--- src/rtl/core/sfad_pkg.sv ---
// Package: item types, frame codes and constants for the serial frame autodetect unit.
`timescale 1ns / 1ps

package sfad_pkg;

    // Default frame length limit
    localparam int FRAME_LIMIT_DEFAULT = 128;

    // Frame kind codes
    localparam logic [2:0] KIND_NONE     = 3'd0;
    localparam logic [2:0] KIND_TEXT     = 3'd1;
    localparam logic [2:0] KIND_SENSOR   = 3'd2;
    localparam logic [2:0] KIND_COMMAND  = 3'd3;
    localparam logic [2:0] KIND_OVERFLOW = 3'd4;

    // Byte values
    localparam logic [7:0] BYTE_LF    = 8'h0A;
    localparam logic [7:0] BYTE_CR    = 8'h0D;
    localparam logic [7:0] PRINT_LOW  = 8'd32;
    localparam logic [7:0] PRINT_HIGH = 8'd126;
    localparam logic [7:0] CMD_LED    = 8'h01;

    // Frame geometry
    localparam int         SENSOR_LEN   = 5;
    localparam int         CMD_MIN_LEN  = 3;
    localparam logic [8:0] CMD_OVERHEAD = 9'd3;
    localparam int         HEAD_DEPTH   = 4;

    // Input item
    typedef struct packed {
        logic [7:0] rx_byte;
    } sfad_byte_t;

    // Result item
    typedef struct packed {
        logic [2:0]  frame_kind;
        logic [6:0]  frame_bytes;
        logic [15:0] temperature_raw;
        logic [15:0] humidity_raw;
        logic [7:0]  command_id;
        logic [7:0]  payload_length;
        logic        led_on;
    } sfad_result_t;

    // First bytes of the current frame
    typedef logic [HEAD_DEPTH-1:0][7:0] head_t;

    // Running frame state apart from the byte count
    typedef struct packed {
        logic [7:0] sum_before;
        logic       all_printable;
        logic       led_level;
    } frame_state_t;

endpackage

--- src/rtl/core/sfad_decode.sv ---
// Single-pass frame classifier: result item and next frame state for one byte.
`timescale 1ns / 1ps

module sfad_decode #(
    parameter int FRAME_LIMIT = sfad_pkg::FRAME_LIMIT_DEFAULT,
    localparam int CW = $clog2(FRAME_LIMIT)
) (
    input  logic [7:0]             rx_byte,
    input  logic [CW-1:0]          count,
    input  sfad_pkg::frame_state_t state,
    input  sfad_pkg::head_t        head,
    output logic [CW-1:0]          count_next,
    output sfad_pkg::frame_state_t state_next,
    output sfad_pkg::head_t        head_next,
    output sfad_pkg::sfad_result_t result
);

    logic [CW-1:0] n;
    logic [2:0]    kind;
    logic          is_text;
    logic          is_sensor;
    logic          is_command;
    logic [7:0]    third;

    // Classify the byte against the three frame types, text first
    always_comb
    begin
        n          = count + CW'(1);
        is_text    = (rx_byte inside {sfad_pkg::BYTE_LF, sfad_pkg::BYTE_CR})
                     && state.all_printable;
        is_sensor  = (n == CW'(sfad_pkg::SENSOR_LEN)) && (state.sum_before == rx_byte);
        is_command = (n >= CW'(sfad_pkg::CMD_MIN_LEN))
                     && (9'(n) == (9'(head[1]) + sfad_pkg::CMD_OVERHEAD))
                     && (state.sum_before == rx_byte);
        // A short command frame has its checksum as the third byte
        third      = (n == CW'(sfad_pkg::CMD_MIN_LEN)) ? rx_byte : head[2];

        if (is_text)
        begin
            kind = sfad_pkg::KIND_TEXT;
        end
        else if (is_sensor)
        begin
            kind = sfad_pkg::KIND_SENSOR;
        end
        else if (is_command)
        begin
            kind = sfad_pkg::KIND_COMMAND;
        end
        else
        begin
            kind = sfad_pkg::KIND_NONE;
        end
    end

    // Build the result and advance the frame state
    always_comb
    begin
        result     = '0;
        count_next = n;
        state_next = state;
        head_next  = head;

        if (kind == sfad_pkg::KIND_SENSOR)
        begin
            result.temperature_raw = {head[0], head[1]};
            result.humidity_raw    = {head[2], head[3]};
        end
        else if (kind == sfad_pkg::KIND_COMMAND)
        begin
            result.command_id     = head[0];
            result.payload_length = head[1];
            if (head[0] == sfad_pkg::CMD_LED)
            begin
                state_next.led_level = (third != 8'd0);
            end
        end

        if (kind != sfad_pkg::KIND_NONE)
        begin
            // Frame complete: report and restart
            result.frame_kind        = kind;
            result.frame_bytes       = 7'(n);
            count_next               = '0;
            state_next.sum_before    = '0;
            state_next.all_printable = 1'b1;
        end
        else
        begin
            // Accumulate the byte into the open frame
            if (count < CW'(sfad_pkg::HEAD_DEPTH))
            begin
                head_next[count[1:0]] = rx_byte;
            end
            state_next.sum_before = state.sum_before + rx_byte;
            if (!(rx_byte inside {[sfad_pkg::PRINT_LOW:sfad_pkg::PRINT_HIGH]}))
            begin
                state_next.all_printable = 1'b0;
            end
            // Drop the frame once its byte count reaches FRAME_LIMIT - 1
            if (n >= CW'(FRAME_LIMIT - 1))
            begin
                result.frame_kind        = sfad_pkg::KIND_OVERFLOW;
                result.frame_bytes       = 7'(n);
                count_next               = '0;
                state_next.sum_before    = '0;
                state_next.all_printable = 1'b1;
            end
        end

        result.led_on = state_next.led_level;
    end

endmodule

--- config.mk ---
export PLATFORM = sky130hd
export DESIGN_NAME = sfad_decode
export DESIGN_NICKNAME = d
export VERILOG_FILES = /design/src/rtl/core/sfad_pkg.sv /design/src/rtl/core/sfad_decode.sv
export SDC_FILE = /design/constraint.sdc
export NUM_CORES = 1
export LEC_CHECK = 0
export BUFFER_PORTS_ARGS = -buffer_cell sky130_fd_sc_hd__buf_2
export CELL_PAD_IN_SITES_DETAIL_PLACEMENT = 1
export CELL_PAD_IN_SITES_GLOBAL_PLACEMENT = 1
export CORE_ASPECT_RATIO = 1.4
export CORE_UTILIZATION = 26
export DETAILED_ROUTE_END_ITERATION = 10
export GPL_TIMING_DRIVEN = 0
export MAX_ROUTING_LAYER = met4
export PLACE_DENSITY = 0.85
export SLEW_MARGIN = 25
export SYNTH_ARGS = -nofsm -noshare
export SYNTH_HDL_FRONTEND = slang
export SYNTH_SLANG_ARGS = --single-unit
--- constraint.sdc ---
create_clock -name vclk -period 3.51
set_input_delay 0.1755 -clock vclk [all_inputs]
set_output_delay 0.1755 -clock vclk [all_outputs]
set_load 0.02 [all_outputs]
=== Yosys cells after proc, flatten, opt, wreduce, memory -nomap -nowiden ===
Cells that the tools add are included.

* Input bits: 57
* Logic and storage cells: 50
* Flip-flop bits (word level): 0

* $add $sub $neg: 3
* Reduce and logical (&&, ||, !) cells: 9
* Mux-type cells: 22
* Order comparisons: 7
* Equal/unequal tests: 9

{| class="wikitable"
|+ Operator list
! kind !! count
|-
| 32-bit two-way mux || 3
|-
| 32-bit bitwise mux || 1
|-
| 16-bit two-way mux || 2
|-
| 10-bit two-way mux || 2
|-
| 9-bit two-way mux || 2
|-
| 8-bit demux with 2-bit select || 1
|-
| 8-bit by 4-bit equality test with 1-bit output, second input constant || 2
|-
| 8-bit two-way mux || 2
|-
| 7-bit two-way mux || 2
|-
| 8-bit by 2-bit adder with 9-bit output, second input constant || 1
|-
| 7-bit by 9-bit equality test with 1-bit output || 1
|-
| 8-bit adder || 1
|-
| 8-bit by 1-bit equality test with 1-bit output, second input constant || 1
|-
| 8-bit equality test || 1
|-
| 8-bit by 6-bit greater-or-equal comparator with 1-bit output, second input constant || 1
|-
| 8-bit by 7-bit <= comparator with 1-bit output, second input constant || 1
|-
| 8-bit nonzero test || 1
|-
| 7-bit by 1-bit adder with 7-bit output, second input constant || 1
|-
| 7-bit by 2-bit equality test with 1-bit output, second input constant || 1
|-
| 7-bit by 3-bit equality test with 1-bit output, second input constant || 1
|-
| 7-bit by 2-bit greater-or-equal comparator with 1-bit output, second input constant || 1
|-
| 7-bit greater-or-equal comparator, second input constant || 1
|-
| 7-bit by 3-bit less-than comparator with 1-bit output, second input constant || 1
|-
| 3-bit by 2-bit equality test with 1-bit output, second input constant || 2
|-
| other kinds (7) || 17
|}

=== Depth between registers and ports, before layout ===
* Depth in word-level cells: 10
* Mapped depth: 14
* Mapped depth without buffers: 10

=== Worst setup path after synthesis ===
OpenSTA, ideal clock, no wires.

* Path type: input -> output
* Start: input port rx_byte[6]
* End: output port state_next[0] (netlist bit)
* Data required time: 3.334 ns
* Path slack: 0.253 ns
* Path buffers: 2
* Stages on the path: 9
* Data arrival time: 3.081 ns
* Path through: ha_1 -> or4_1 -> nor3_1 -> nand3_1 -> nor3_1 -> o2111ai_4 -> buf_6 -> o31ai_1 -> buf_4

{| class="wikitable"
|+ RTL lines
! item !! RTL line !! RTL
|-
| from (decl) || sfad_decode.sv:8 || <nowiki>input logic [7:0] rx_byte,</nowiki>
|-
| to (decl) || sfad_decode.sv:13 || <nowiki>output sfad_pkg::frame_state_t state_next,</nowiki>
|}

==> impl_metrics.tcl <==
set metrics [dict create \
    switching_share_pct 61.5 \
    fmax_mhz 292 \
    hold_violations 0 \
    drc_errors 0 \
    grt_pass1_wl_um 13300 \
    critPathMaxFanout 10 \
    area_growth_pct 53.0 \
    hold_end "result[22]" \
    antenna_found_initial 0 \
    netSwitchingPower_uw 198 \
    worst_ep_required_time_ps 3330 \
    p_int_uw 124 \
    register_area_um2 0 \
    final_common_cell "buf_2" \
    startpoint "rx_byte[6]" \
    synth_nets 321 \
    min_from "head[29]" \
    worstPathCellList "buf_2 > ha_1 > or4_1 > nor3_1 > nand3_1 > nor3_1 > o2111ai_4 > buf_6 > o31ai_2 > buf_4 > buf_2" \
    seqPwrFrac_pct 0 \
    pin_count 165 \
    coreArea_um2 6980 \
    path_class "primary input to output port" \
    die_y_um 102 \
    gp_congestion 0.891 \
    path_buf_inv 4 \
    num-clock-buffers 0 \
    synthCells 250 \
    placed_area_um2 2820 \
    p_leak_nw 1.59 \
    yosysWarningCount 0 \
    postRouteAntennaNets 0 \
    antenna_cells 0 \
    totalWireLength_um 8700 \
    end_kind "output port" \
    power_frac_clock_pct 0 \
    n_fill_cell 919 \
    power.total_uw 322 \
    ys_types 46 \
    nFlopsAndLatches 0 \
    syn_area_um2 1880 \
    finalSetupViolCount 0 \
    hold_path_class "primary input to output port" \
    wl_per_cell_um 16.9 \
    start_util_pct 26.9 \
    layout_common_cells "buf_2 (166), and2_1 (48), mux2_2 (30)" \
    cap_violations 0 \
    slowest_stage "or4_1" \
    port_buffers 164 \
    final_nets 492 \
    ys_seq_area_share_pct 0 \
    num_rows 36 \
    combPwrFrac_pct 100.0 \
    dr.pass1.iters 4 \
    vias 2533 \
    worstMarginPinSlew_ps 766 \
    peakVddDrop_mv 0.0528 \
    grt_max_degree 11 \
    cp-start-kind "primary input" \
    drive_above_1_share_pct 52.5 \
    slew_headroom_pct 48.8 \
    drv_slew 0 \
    whs_path_depth 3 \
    vias_per_cell 4.93 \
    critPathArrivalTime_ps 3250 \
    final.setup.tns_ps 0 \
    dieArea_um2 7560 \
    dp_hpwl_um 7290 \
    overflow 0 \
    period_needed_ps 3420 \
    die_w_um 73.8 \
    p_per_area_nw_per_um2 112 \
    fin_crit_sh_pct 97.5 \
    max_stage_delay_ps 550 \
    first_global_vias 2590 \
    finalInstanceArea_um2 2870 \
    grt_usage_pct 23.1 \
    drt_iter0_drc 87 \
    status "completed" \
    crit_family "simple AND/OR/NAND/NOR gates" \
    syn_area_per_cell_um2 7.50 \
    multi_input_area_um2 1760 \
]
-- power groups by stage --
stage / Combinational (mW) / Sequential, mW / Clock [mW]
2_1_floorplan: 0.189 / 0 / 0
3_3_place_gp: 0.316 / 0 / 0
3_5_place_dp: 0.323 / 0 / 0
4_1_cts: 0.324 / 0 / 0
5_1_grt: 0.350 / 0 / 0
6_report: 0.322 / 0 / 0
-- synth_stat cells, types with 2 or more instances --
| cell | number | share of area [%] |
|---|---|---|
| and2_1 | 48 | 16 |
| mux2_2 | 30 | 18 |
| nor2_1 | 21 | 4.2 |
| ha_1 | 13 | 8.7 |
| a21oi_1 | 12 | 3.2 |
| xnor2_1 | 12 | 5.6 |
| inv_1 | 11 | 2.2 |
| nand3_1 | 10 | 2.7 |
| o21ai_0 | 9 | 2.4 |
| xor2_1 | 9 | 4.2 |
| nor3_1 | 8 | 2.1 |
| nand2_1 | 6 | 1.2 |
| a21o_1 | 5 | 2.0 |
| and3_1 | 4 | 1.3 |
| nand4_4 | 4 | 4.5 |
| nor2b_1 | 4 | 1.3 |
| nor4_1 | 4 | 1.3 |
| buf_4 | 3 | 1.2 |
| buf_6 | 3 | 1.8 |
| clkbuf_1 | 3 | 0.60 |
| buf_2 | 2 | 0.53 |
| mux2i_1 | 2 | 1.1 |
| nand4_1 | 2 | 0.67 |
| or3_1 | 2 | 0.67 |
| or4_1 | 2 | 0.80 |
-- how the worst max path moves through the flow --
stage	cells after the start	endpoint
after floorplan	9	state_next[0]
after global placement	11	state_next[0]
after detailed placement	11	state_next[0]
after CTS	11	state_next[0]
after global routing	12	state_next[0]
final	11	state_next[0]
-- stage by stage --
stage | util, % | hold slack (ps) | setup slack, ps | instances
detailed placement | 40.3 | 688 | -103 | 509
CTS | 40.4 | 694 | 15.3 | 509
finish | 41.1 | 692 | 88.0 | 514
global placement | 40.3 | 687 | -98.5 | 509
global route | 41.1 | 713 | -69.2 | 514
floorplan | - | 428 | 253 | 250
-- timing repair --
action	4_1_cts	5_1_grt
buffers inserted	0	5
setup endpoints to repair	2	6
hold buffers	0	0
pin swaps	1	1
resized for setup	1	0
-- tightest hold or removal path: cells and delay by family --
family,cells,cell delay (ps)
simple gates,1,100
buf+inv,2,230
-- per-layer routing --
layer / vias up / global-route usage, % / share of wire [%]
met4: 0 / 2.07 / 1.0
met5: - / - / 0
li1: 1225 / - / -
met1: 1207 / 27.0 / 40
met3: 8 / 0.391 / 3.6
met2: 93 / 44.8 / 56
-- kinds of logic (layout without fill, tap and decap cells) --
kind of cell               Yosys count  in the layout  synth area share [%]
buffers and inverters               23            192                  6.60
and+or+nand+nor                    126            126                  42.6
xor gates and xnor gates            21             21                  9.81
muxes                               33             33                  19.7
AOI/OAI and AO/OA                   33             33                  11.6
adders and majority gates           14             14                  9.74
-- final cells by class --
cell class,count,area share (%)
plain buffers,12,2.88
well taps,95,4.14
multi-input cells,227,61.2
inverters,11,1.44
repair buffers,169,30.3
No activity file was read; power rests on OpenSTA's default activity.
